<file path="config.mk">
export PLATFORM = sky130hd
export DESIGN_NAME = xt_keyboard_device_transmitter_unit
export DESIGN_NICKNAME = d
export VERILOG_FILES = /design/src/sv/xtkb_pkg.sv /design/src/sv/xtkb_queue.sv /design/src/sv/xtkb_ctrl.sv /design/src/sv/xt_keyboard_device_transmitter_unit.sv
export SDC_FILE = /design/constraint.sdc
export NUM_CORES = 1
export LEC_CHECK = 0
export ABC_CLOCK_PERIOD_IN_PS = 3040
export BUFFER_PORTS_ARGS = -buffer_cell sky130_fd_sc_hd__buf_2
export CAP_MARGIN = 30
export CORE_UTILIZATION = 50
export CTS_CLUSTER_SIZE = 20
export DETAILED_ROUTE_END_ITERATION = 7
export GPL_TIMING_DRIVEN = 0
export HOLD_SLACK_MARGIN = 0.1
export PLACE_DENSITY = 0.71
export SLEW_MARGIN = 25
export SYNTH_ARGS = -nofsm -noshare
export SYNTH_HDL_FRONTEND = slang
export SYNTH_HIERARCHICAL = 1
export SYNTH_SLANG_ARGS = --single-unit
</file>
<file path="constraint.sdc">
create_clock -name aclk -period 3.04 [get_ports aclk]
set_input_delay 0.456 -clock aclk [delete_from_list [all_inputs] [get_ports aclk]]
set_output_delay 0.456 -clock aclk [all_outputs]
set_load 0.05 [all_outputs]
</file>
<file path="src/sv/xtkb_pkg.sv">
// ----------------------------------------------------------------------------
// xtkb_pkg
// Shared types and codes for the XT keyboard device transmitter.
// ----------------------------------------------------------------------------
package xtkb_pkg;

    localparam logic [1:0] OP_TICK = 2'd0;
    localparam logic [1:0] OP_EDGE = 2'd1;
    localparam logic [1:0] OP_PUSH = 2'd2;

    localparam logic [1:0] TMR_KEEP    = 2'd0;
    localparam logic [1:0] TMR_RESTART = 2'd1;
    localparam logic [1:0] TMR_STOP    = 2'd2;

    localparam logic [1:0] WATCH_KEEP    = 2'd0;
    localparam logic [1:0] WATCH_OFF     = 2'd1;
    localparam logic [1:0] WATCH_RISING  = 2'd2;
    localparam logic [1:0] WATCH_FALLING = 2'd3;

    localparam logic [7:0] HOLD_TICKS_MAX = 8'd254;
    localparam logic [7:0] HOLDOFF_US     = 8'd100;
    localparam logic [7:0] RESET_REPLY    = 8'hAA;
    localparam logic [3:0] FRAME_BITS     = 4'd8;

    localparam logic [7:0] HALF_CYCLE_RESET = 8'd50;
    localparam logic [7:0] HOLD_CFG_RESET   = 8'd60;

    localparam logic REG_HALF_CYCLE = 1'b0;
    localparam logic REG_HOLD_TICKS = 1'b1;

    typedef struct packed {
        logic       enq;
        logic [7:0] enq_byte;
        logic       deq;
    } xtkb_qreq_t;

    typedef struct packed {
        logic       empty;
        logic       full;
        logic       last;
        logic [7:0] head;
    } xtkb_qstat_t;

    typedef struct packed {
        logic       queue_empty;
        logic       push_accepted;
        logic [1:0] clk_watch;
        logic [7:0] timer_us;
        logic [1:0] timer_cmd;
        logic       data_level;
        logic       clk_level;
    } xtkb_result_t;

endpackage

</file>
<file path="src/sv/xtkb_queue.sv">
// ----------------------------------------------------------------------------
// xtkb_queue
// Byte ring queue, one slot kept free. Registered head read with
// write-through forwarding.
// ----------------------------------------------------------------------------
module xtkb_queue
    import xtkb_pkg::*;
#(
    parameter int DEPTH = 16
) (
    input  logic        aclk,
    input  logic        aresetn,
    input  logic        step,
    input  xtkb_qreq_t  req,
    output xtkb_qstat_t stat
);

    localparam int IW = (DEPTH > 1) ? $clog2(DEPTH) : 1;
    localparam logic [IW-1:0] LAST_SLOT = IW'(DEPTH - 1);

    logic [7:0]    mem [DEPTH];
    logic [IW-1:0] wr_reg, rd_reg;
    logic [IW-1:0] wr_next, rd_next;
    logic [IW-1:0] waddr, raddr;
    logic [7:0]    head_reg;
    logic          full, we;

    function automatic logic [IW-1:0] nslot(input logic [IW-1:0] i);
        return (i == LAST_SLOT) ? '0 : i + 1'b1;
    endfunction

    always_comb begin
        waddr   = nslot(wr_reg);
        full    = (waddr == rd_reg);
        we      = step && req.enq && !full;
        wr_next = we ? waddr : wr_reg;
        rd_next = (step && req.deq) ? nslot(rd_reg) : rd_reg;
        raddr   = nslot(rd_next);
    end

    always_ff @(posedge aclk) begin
        if (!aresetn) begin
            wr_reg <= '0;
            rd_reg <= '0;
        end else begin
            wr_reg <= wr_next;
            rd_reg <= rd_next;
        end
    end

    always_ff @(posedge aclk) begin
        if (we) begin
            mem[waddr] <= req.enq_byte;
        end
        if (we && waddr == raddr) begin
            head_reg <= req.enq_byte;
        end else begin
            head_reg <= mem[raddr];
        end
    end

    assign stat.empty = (wr_reg == rd_reg);
    assign stat.full  = full;
    assign stat.last  = (nslot(rd_reg) == wr_reg);
    assign stat.head  = head_reg;

endmodule

</file>
<file path="src/sv/xtkb_ctrl.sv">
// ----------------------------------------------------------------------------
// xtkb_ctrl
// Frame phase machine: handles one event per step and forms the result.
// ----------------------------------------------------------------------------
module xtkb_ctrl
    import xtkb_pkg::*;
(
    input  logic         aclk,
    input  logic         aresetn,
    input  logic         step,
    input  logic [1:0]   operation,
    input  logic         data_line,
    input  logic [7:0]   push_byte,
    input  logic [7:0]   half_cycle_us,
    input  logic [7:0]   reset_hold_ticks,
    input  xtkb_qstat_t  qstat,
    output xtkb_qreq_t   qreq,
    output xtkb_result_t result
);

    typedef enum logic [2:0] {
        PH_IDLE, PH_PREP_PSTART, PH_SEND_PSTART, PH_PREP_START,
        PH_SEND_START, PH_PREP_BIT, PH_SEND_BIT, PH_HOLDOFF
    } phase_t;

    phase_t     phase_reg, phase_next;
    logic [7:0] shift_reg, shift_next;
    logic [3:0] bits_reg, bits_next;
    logic [7:0] hold_reg, hold_next;
    logic       clk_reg, clk_next;
    logic       dat_reg, dat_next;
    logic [1:0] tcmd, cwatch;
    logic [7:0] tus;
    logic       accepted, enq_ok, empty_after;

    always_comb begin
        phase_next = phase_reg;
        shift_next = shift_reg;
        bits_next  = bits_reg;
        hold_next  = hold_reg;
        clk_next   = clk_reg;
        dat_next   = dat_reg;
        tcmd       = TMR_KEEP;
        tus        = '0;
        cwatch     = WATCH_KEEP;
        accepted   = 1'b0;
        qreq       = '0;

        case (operation)
            OP_TICK: begin
                case (phase_reg)
                    PH_PREP_PSTART: begin
                        clk_next   = 1'b0;
                        phase_next = PH_SEND_PSTART;
                    end
                    PH_SEND_PSTART: begin
                        clk_next   = 1'b1;
                        dat_next   = 1'b1;
                        phase_next = PH_PREP_START;
                    end
                    PH_PREP_START: begin
                        clk_next   = 1'b0;
                        phase_next = PH_SEND_START;
                    end
                    PH_SEND_START: begin
                        clk_next   = 1'b1;
                        phase_next = PH_PREP_BIT;
                        dat_next   = qstat.head[0];
                        shift_next = {1'b0, qstat.head[7:1]};
                        bits_next  = 4'd1;
                    end
                    PH_PREP_BIT: begin
                        clk_next   = 1'b0;
                        phase_next = PH_SEND_BIT;
                    end
                    PH_SEND_BIT: begin
                        if (bits_reg == FRAME_BITS) begin
                            qreq.deq   = 1'b1;
                            dat_next   = 1'b1;
                            cwatch     = WATCH_RISING;
                            clk_next   = 1'b1;
                            phase_next = PH_HOLDOFF;
                            hold_next  = '0;
                            tcmd       = TMR_RESTART;
                            tus        = HOLDOFF_US;
                        end else begin
                            clk_next   = 1'b1;
                            phase_next = PH_PREP_BIT;
                            dat_next   = shift_reg[0];
                            shift_next = {1'b0, shift_reg[7:1]};
                            bits_next  = bits_reg + 4'd1;
                        end
                    end
                    PH_HOLDOFF: begin
                        if (hold_reg < HOLD_TICKS_MAX) begin
                            hold_next = hold_reg + 8'd1;
                        end
                    end
                    default: begin
                        tcmd = TMR_STOP;
                    end
                endcase
            end
            OP_EDGE: begin
                cwatch = WATCH_OFF;
                if (phase_reg == PH_IDLE) begin
                    cwatch     = WATCH_RISING;
                    clk_next   = 1'b1;
                    phase_next = PH_HOLDOFF;
                    hold_next  = '0;
                    tcmd       = TMR_RESTART;
                    tus        = HOLDOFF_US;
                end else if (phase_reg == PH_HOLDOFF) begin
                    tcmd          = TMR_STOP;
                    qreq.enq      = (hold_reg >= reset_hold_ticks);
                    qreq.enq_byte = RESET_REPLY;
                    phase_next    = PH_IDLE;
                    if (data_line) begin
                        if (!qstat.empty || (qreq.enq && !qstat.full)) begin
                            phase_next = PH_PREP_PSTART;
                            dat_next   = 1'b0;
                            tcmd       = TMR_RESTART;
                            tus        = half_cycle_us;
                        end else begin
                            cwatch = WATCH_FALLING;
                        end
                    end
                end
            end
            OP_PUSH: begin
                qreq.enq      = 1'b1;
                qreq.enq_byte = push_byte;
                accepted      = !qstat.full;
                if (accepted && phase_reg == PH_IDLE) begin
                    if (data_line) begin
                        phase_next = PH_PREP_PSTART;
                        dat_next   = 1'b0;
                        tcmd       = TMR_RESTART;
                        tus        = half_cycle_us;
                    end else begin
                        cwatch     = WATCH_RISING;
                        clk_next   = 1'b1;
                        phase_next = PH_HOLDOFF;
                        hold_next  = '0;
                        tcmd       = TMR_RESTART;
                        tus        = HOLDOFF_US;
                    end
                end
            end
            default: begin
            end
        endcase

        enq_ok      = qreq.enq && !qstat.full;
        empty_after = enq_ok ? 1'b0 : (qreq.deq ? qstat.last : qstat.empty);

        result.clk_level     = clk_next;
        result.data_level    = dat_next;
        result.timer_cmd     = tcmd;
        result.timer_us      = tus;
        result.clk_watch     = cwatch;
        result.push_accepted = accepted;
        result.queue_empty   = empty_after;
    end

    always_ff @(posedge aclk) begin
        if (!aresetn) begin
            phase_reg <= PH_IDLE;
            shift_reg <= '0;
            bits_reg  <= '0;
            hold_reg  <= '0;
            clk_reg   <= 1'b1;
            dat_reg   <= 1'b1;
        end else if (step) begin
            phase_reg <= phase_next;
            shift_reg <= shift_next;
            bits_reg  <= bits_next;
            hold_reg  <= hold_next;
            clk_reg   <= clk_next;
            dat_reg   <= dat_next;
        end
    end

endmodule

</file>
<file path="src/sv/xt_keyboard_device_transmitter_unit.sv">
// ----------------------------------------------------------------------------
// xt_keyboard_device_transmitter_unit
// Device side of the PC/XT keyboard link with a byte queue.
// ----------------------------------------------------------------------------
// Each request on the s_ channel is one event: tuser is the event kind
// (timer tick, host clock edge, push byte), tdata carries the sampled data
// line and the byte to push. Every event yields exactly one result on the
// m_ channel: the driven clock and data levels, the timer and clock-watch
// commands, whether a push was queued and whether the queue is empty.
// A request passes from the input register through the phase machine and
// queue update into the result register. One request is taken per cycle
// while the result side moves; the input register and the result register
// decouple the two sides, so a request is taken while a result waits.
// When m_tready is low the result holds, the held request waits in the
// input register and s_tready drops until the result moves.
// The head byte of the queue is read through a registered memory port.
// Reset (aresetn low, synchronous) empties the queue, sets the phase to
// idle, both lines high and the registers to 50 us and 60 ticks.
// ----------------------------------------------------------------------------
module xt_keyboard_device_transmitter_unit
    import xtkb_pkg::*;
#(
    parameter int QUEUE_DEPTH = 16
) (
    input  logic        aclk,
    input  logic        aresetn,
    input  logic        s_tvalid,
    output logic        s_tready,
    input  logic [15:0] s_tdata,   // data_line, push_byte, zero pad
    input  logic [1:0]  s_tuser,   // operation
    output logic        m_tvalid,
    input  logic        m_tready,
    output logic [15:0] m_tdata,   // clk_level, data_level, timer_cmd,
                                   // timer_us, clk_watch, push_accepted,
                                   // queue_empty
    input  logic        psel,
    input  logic        penable,
    input  logic        pwrite,
    input  logic [2:0]  paddr,
    input  logic [31:0] pwdata,
    output logic [31:0] prdata,
    output logic        pready
);

    logic         in_valid_reg;
    logic [1:0]   op_reg;
    logic         dline_reg;
    logic [7:0]   byte_reg;
    logic         out_valid_reg;
    xtkb_result_t out_reg;
    logic [7:0]   half_cycle_reg, hold_cfg_reg;
    logic         out_free, step;
    xtkb_qreq_t   qreq;
    xtkb_qstat_t  qstat;
    xtkb_result_t result;

    assign out_free = !out_valid_reg || m_tready;
    assign step     = in_valid_reg && out_free;
    assign s_tready = !in_valid_reg || out_free;
    assign pready   = 1'b1;
    assign prdata   = (paddr[2] == REG_HOLD_TICKS) ? {24'd0, hold_cfg_reg}
                                                   : {24'd0, half_cycle_reg};

    always_ff @(posedge aclk) begin
        if (!aresetn) begin
            half_cycle_reg <= HALF_CYCLE_RESET;
            hold_cfg_reg   <= HOLD_CFG_RESET;
        end else if (psel && penable && pwrite) begin
            if (paddr[2] == REG_HALF_CYCLE) begin
                half_cycle_reg <= pwdata[7:0];
            end else begin
                hold_cfg_reg <= pwdata[7:0];
            end
        end
    end

    always_ff @(posedge aclk) begin
        if (!aresetn) begin
            in_valid_reg  <= 1'b0;
            out_valid_reg <= 1'b0;
        end else begin
            if (s_tready) begin
                in_valid_reg <= s_tvalid;
            end
            if (out_free) begin
                out_valid_reg <= step;
            end
        end
    end

    always_ff @(posedge aclk) begin
        if (s_tvalid && s_tready) begin
            op_reg    <= s_tuser;
            dline_reg <= s_tdata[0];
            byte_reg  <= s_tdata[8:1];
        end
        if (step) begin
            out_reg <= result;
        end
    end

    xtkb_queue #(
        .DEPTH (QUEUE_DEPTH)
    ) u_queue (
        .aclk    (aclk),
        .aresetn (aresetn),
        .step    (step),
        .req     (qreq),
        .stat    (qstat)
    );

    xtkb_ctrl u_ctrl (
        .aclk             (aclk),
        .aresetn          (aresetn),
        .step             (step),
        .operation        (op_reg),
        .data_line        (dline_reg),
        .push_byte        (byte_reg),
        .half_cycle_us    (half_cycle_reg),
        .reset_hold_ticks (hold_cfg_reg),
        .qstat            (qstat),
        .qreq             (qreq),
        .result           (result)
    );

    assign m_tvalid = out_valid_reg;
    assign m_tdata  = {out_reg.queue_empty, out_reg.push_accepted, out_reg.clk_watch,
                       out_reg.timer_us, out_reg.timer_cmd, out_reg.data_level,
                       out_reg.clk_level};

    a_push_not_empty: assert property (@(posedge aclk) disable iff (!aresetn)
        (m_tvalid && out_reg.push_accepted) |-> !out_reg.queue_empty)
        else $error("accepted push reported an empty queue");

    a_us_only_on_restart: assert property (@(posedge aclk) disable iff (!aresetn)
        (m_tvalid && out_reg.timer_cmd != TMR_RESTART) |-> (out_reg.timer_us == 8'd0))
        else $error("timer period without restart");

    a_falling_stops: assert property (@(posedge aclk) disable iff (!aresetn)
        (m_tvalid && out_reg.clk_watch == WATCH_FALLING)
            |-> (out_reg.timer_cmd == TMR_STOP && out_reg.queue_empty))
        else $error("falling watch without timer stop on empty queue");

    a_holdoff_entry: assert property (@(posedge aclk) disable iff (!aresetn)
        (m_tvalid && out_reg.clk_watch == WATCH_RISING)
            |-> (out_reg.timer_cmd == TMR_RESTART && out_reg.timer_us == HOLDOFF_US
                 && out_reg.clk_level))
        else $error("holdoff entry with wrong timer or clock level");

endmodule

</file>
Yosys cells after proc, flatten, opt, wreduce, memory -nomap -nowiden --
Memories as Yosys holds them, arrays and structs flattened. A register that Yosys moved wholly into a read port is not among the register bits. Index checks and enable logic that the tools add are counted. W data, S select, Z words.
Word-level totals: bits of input ports 60, memories 1, register bits after elaboration 78, logic and storage cells 159, output and inout bits 51, RAM bits 128
Cells by class: reductions and logical operators 29, magnitude comparators 2, bitwise gates (word level) 1, $add $sub $neg 5, eq/ne operators 25, multiplexer cells 74
Memories:
- u_queue.mem | words 16, bits a word 8, read ports 1, clocked after memory_dff 1, write ports 1, RTL line xtkb_queue.sv:21 | logic [7:0] mem [DEPTH];
Operators by type and width (number):
- $mux W8 | 14
- $pmux W8 S3 | 2
- $pmux W8 S2 | 2
- $mux W2 | 13
- $mux W4 | 5
- $mux W1 | 19
- $mux W9 | 2
- $pmux W3 S6 | 1
- $pmux W9 S2 | 1
- $add A4 B1 Y4 const B | 4
- $eq A4 B4 Y1 const B | 4
- $mux W3 | 5
- $eq A3 B3 Y1 const B | 4
- $eq A4 B4 Y1 | 3
- $pmux W2 S3 | 2
- $logic_and A1 B1 Y1 | 10
- $ne A3 B2 Y1 const B | 3
- $pmux W1 S3 | 3
- $pmux W3 S3 | 1
- $add A8 B1 Y8 const B | 1
- $ge A8 B8 Y1 | 1
- $lt A8 B8 Y1 const B | 1
- $pmux W4 S2 | 1
- $reduce_and A8 Y1 | 1
- 23 further kinds | 33

Logic depth before layout (Yosys ltp) --
word-level depth 11, depth in mapped cells 13, gate-level depth less buffers 11

Modules after synthesis --
Netlist, hierarchy kept.
By module, submodules not included:
- xtkb_queue | cells an instance 293, area an instance 5800.6 sq um, instances 1, seq. area each 4083.9 sq um
- xtkb_ctrl | cells an instance 309, area an instance 2212.1 sq um, instances 1, seq. area each 480.5 sq um
- xt_keyboard_device_transmitter_unit | cells an instance 139, area an instance 1859.3 sq um, instances 1, seq. area each 1171.1 sq um

Worst setup path before layout --
OpenSTA, ideal clock, no wires.
kind register to register, start reg out_valid_reg, in the netlist m_tvalid, end mem u_queue.mem[4][0] (enable), period minus slack after synthesis 3.140 ns, required time 2.708 ns, arrival time 2.808 ns, setup slack -0.100 ns, buffers on the path 1, setup time 0.332 ns, cell stages (with the launch flop) 7, cell sequence dfxtp_1 > nor2b_1 > nor2b_1 > nand2_1 > a21oi_4 > buf_6 > and3_1
On the way: longest elaborated chain between the ends 7
Ends and longest elaborated chain:
- start: declaration | RTL line xt_keyboard_device_transmitter_unit.sv:49 | logic out_valid_reg;
- start signal: assignment | RTL line xt_keyboard_device_transmitter_unit.sv:86 | out_valid_reg <= step;
- $logic_not A1 Y1 | RTL line xt_keyboard_device_transmitter_unit.sv:57 | assign out_free = !out_valid_reg || m_tready;
- $logic_or A1 B1 Y1 | RTL line xt_keyboard_device_transmitter_unit.sv:57
- $logic_and A1 B1 Y1 | RTL line xt_keyboard_device_transmitter_unit.sv:58 | assign step = in_valid_reg && out_free;
- net step | RTL line xt_keyboard_device_transmitter_unit.sv:52 | logic out_free, step;
- $logic_and A1 B1 Y1 (2 in a row) | RTL line xtkb_queue.sv:35 | we = step && req.enq && !full;
- $mux W1 | RTL line xtkb_queue.sv:52 | if (we) begin
- $mux W1 (not written as such) | RTL line xtkb_queue.sv:53 | mem[waddr] <= req.enq_byte;
- end: declaration | RTL line xtkb_queue.sv:21
The timed path passes the listed nets, and every way through them passes these cells.

==> summary.md <==
| Metric | Value |
|---|---|
| Slowest CP cell | buf_1 |
| Vias in the first global route | a little under 6000 |
| GRT Total Usage | ~21% |
| Initial DRC count | between 300 and 400 |
| Final min period | 2.91 ns |
| Syn. warnings | 6 |
| I/O pins | 111 |
| Post-Syn Area per Cell | approximately 13 sq um |
| Endpoints failing setup | 0 |
| Largest cells by area after synthesis | edfxtp_1 (47%), dfxtp_1 (11%), mux4_2 (9.1%) |
| Skew final | approximately 0.015 ns |
| Max cap viols | 0 |
| CP arrival | about 3.2 ns |
| H-tree depth | 1 |
| Pre-CTS setup slack | -0.0330 ns |
| Min setup slack post-route | 0.128 ns |
| GPL Wtd Cong | ~0.85 |
| Leak | 0.00429 uW |
| Die area | between 20000 and 25000 sq um |
| Least-Margin Pin Slew | 0.945 ns |
| Vias per std cell | roughly 5.5 |
| Yosys top cell area share | a little under half |
| WS Path Type | register to register |
| # placed instances | ~1100 |
| Startpoint types | register |
| Via count | between 6000 and 7000 |
| Final worst-path cycle share | 95.8% |
| RSZ-0062 raised after global routing | no |
| Share of layout cells above drive strength 1 | between 20% and 30% |
| Non-filler cells, final | about 1100 |
| EDFF count, synth | roughly 160 |
| Ys async rst share | 0% |
| CTS Root Cell | clkbuf_16 |
| Largest net degree at the start of global routing | 30 |
| Clk Latency, worst-skew pair | ~0.5 ns |
| Die span in y | 143 um |
| Most flops, register | u_queue/mem |
| First-pass GRT wire length | ~32000 um |
| Die X | between 100 and 150 um |
| CP required | ~3.3 ns |
| Post-Syn Area | between 9000 and 10000 sq um |
| Antenna cells | 0 |
| Hold_ws | 0.118 ns |
| Initial antenna violation count | 0 |
| Peak VDD IR | 505 uV |
| Hold WC Path Type | input port to register |
| Drt first pass iters | 5 |
| Syn Inst Count | ~740 |
| CP Cell Sequence | buf_1 > mux4_2 > mux4_2 > o22ai_1 > a211oi_1 > a21o_1 > a31o_2 > buf_4 |
| Final HPWL DP | between 10000 and 15000 um |
| Crit path top cell by count | mux4_2 |
| Largest register FFs | about 130 |
| Unique masters post-synth | 68 |
| Core area | 19400 sq um |
| Final hold violations | 0 |
| Fin. max-slew vios | 0 |
| Multi-input gate area | 3780 sq um |
| Dominant cell type by area after synthesis | edfxtp_1 |
| P&R area growth vs syn | 16.6% |
| Layout net count | 925 |
| Starting Density | 50.9% |
| Maximum clock frequency | 0.343 GHz |
| Predominant post-synthesis flop cell | edfxtp_1 |
| FF/Latch Area | ~5700 sq um |
| I/O Buffers | 52 |
| Remaining global-route overflow | 0 |
| # DRC | 0 |
| Commonest non-fill, non-tap cells in the layout | edfxtp_1 (155), buf_2 (57), dfxtp_1 (53), nand2_1 (52) |
| Longest Clk Path Bufs | 3 |
| Per-cell routed wire length | ~18 um |
| Antenna Nets Post-Route | 0 |
| Pwr Total | 6670 uW |
| Synth Register Bits | between 200 and 250 |
| Number of fill cells in the layout | 1533 |
| # clock sinks | between 200 and 250 |
| CP max FO | 10 |
| Cts bufs inserted | 23 |
| Pwr Density | between 500 and 600 nW/um^2 |
| Most common cell after layout, fill and taps aside | edfxtp_1 |
| Max-slew headroom | ~36% |
| Final WL | 20600 um |
| TritonCTS clock tree | built |
| Status | complete, no violations |
| Clock-pin slew of the registers on the worst-case setup and hold paths | around 0.060 ns |
| Post-synthesis sequential area ratio | between 50% and 60% |
| CP Capture Type | register |
| Row count | between 50 and 60 |
| Slowest cell delay on critical path | between 0.5 and 0.6 ns |
-- area by class of cell --
| type | instances | area share, % |
|---|---|---|
| tap | 265 | 2.88 |
| buffer | 68 | 3.79 |
| inverter | 26 | 0.848 |
| sequential | 209 | 49.8 |
| multi-input combinational | 462 | 32.8 |
| clock buffer | 25 | 5.15 |
| timing repair buffer | 53 | 2.33 |
| clock inverter | 17 | 2.35 |
-- report_power, final --
part / total (uW) / internal, uW / switching (uW)
combinational: 426 / 132 / 294
sequential: 3110 / 3090 / 18.2
clock: 3140 / 2010 / 1130
-- stage by stage --
step	setup TNS [ns]	instance area (sq um)	utilization (%)
after floorplan	0	9960	-
after global placement	-2.99	10600	54.4
after detailed placement	-0.883	10600	54.4
after CTS	0	11400	58.9
after global routing	0	11500	59.4
final	0	11500	59.4
-- critical path, delay by kind of cell, from the launching register on --
kind | cells | cell delay, ns
buffers and inverters | 2 | 0.71
DFF | 1 | 0.42
AOI/OAI and AO/OA | 4 | 0.61
muxes | 2 | 0.93
-- synth_stat cells, types with 10 or more instances --
| cell | instances |
|---|---|
| o21ai_0 | 17 |
| clkbuf_1 | 17 |
| nand3_1 | 23 |
| ha_1 | 22 |
| nor2b_1 | 26 |
| inv_1 | 26 |
| nand2_1 | 53 |
| nor2_1 | 24 |
| mux4_2 | 40 |
| mux2i_1 | 23 |
| buf_4 | 33 |
| and3_1 | 16 |
| dfxtp_1 | 54 |
| a21oi_1 | 42 |
| mux2_2 | 10 |
| edfxtp_1 | 155 |
-- what timing repair did --
| item | 4_1_cts | 5_1_grt |
|---|---|---|
| setup endpoints to repair | 57 | 148 |
| pin swaps | 0 | 1 |
| resized for setup | 8 | 16 |
| cloned | 0 | 1 |
| buffers inserted | 0 | 1 |
| hold buffers | 0 | 0 |
| hold endpoints to repair | 0 | 0 |
-- logic make-up (layout without fill, tap and decap cells) --
| group | after synthesis | count (layout) | share of synthesized area (%) |
|---|---|---|---|
| adders and majority gates | 22 | 22 | 2.79 |
| DFF | 209 | 209 | 58.1 |
| buffers and inverters | 94 | 189 | 5.37 |
| and+or+nand+nor | 208 | 208 | 11.5 |
| xor gates and xnor gates | 15 | 15 | 1.48 |
| muxes | 73 | 73 | 12.6 |
| other | 2 | 25 | 0.0761 |
| AOI/OAI and AO/OA | 118 | 119 | 8.04 |
-- worst paths after layout --
path,to,start,depth (start not counted),slack [ns]
setup / recovery,m_tdata[1],register,8,0.13
hold / removal,byte_reg[4],s_tdata[5],1,0.12
setup reg to reg,m_tdata[1],register,8,0.13
hold reg to reg,half_cycle_reg[7],half_cycle_reg[7],2,0.47
-- per-layer routing --
metal	wire length (um)	track usage, %	up-vias
met4	524	6.90	0
met2	10100	34.5	178
met1	8850	27.3	3059
li1	-	-	2952
met3	1090	4.07	38
met5	0	0	-
(Power assumes the default switching activity.)
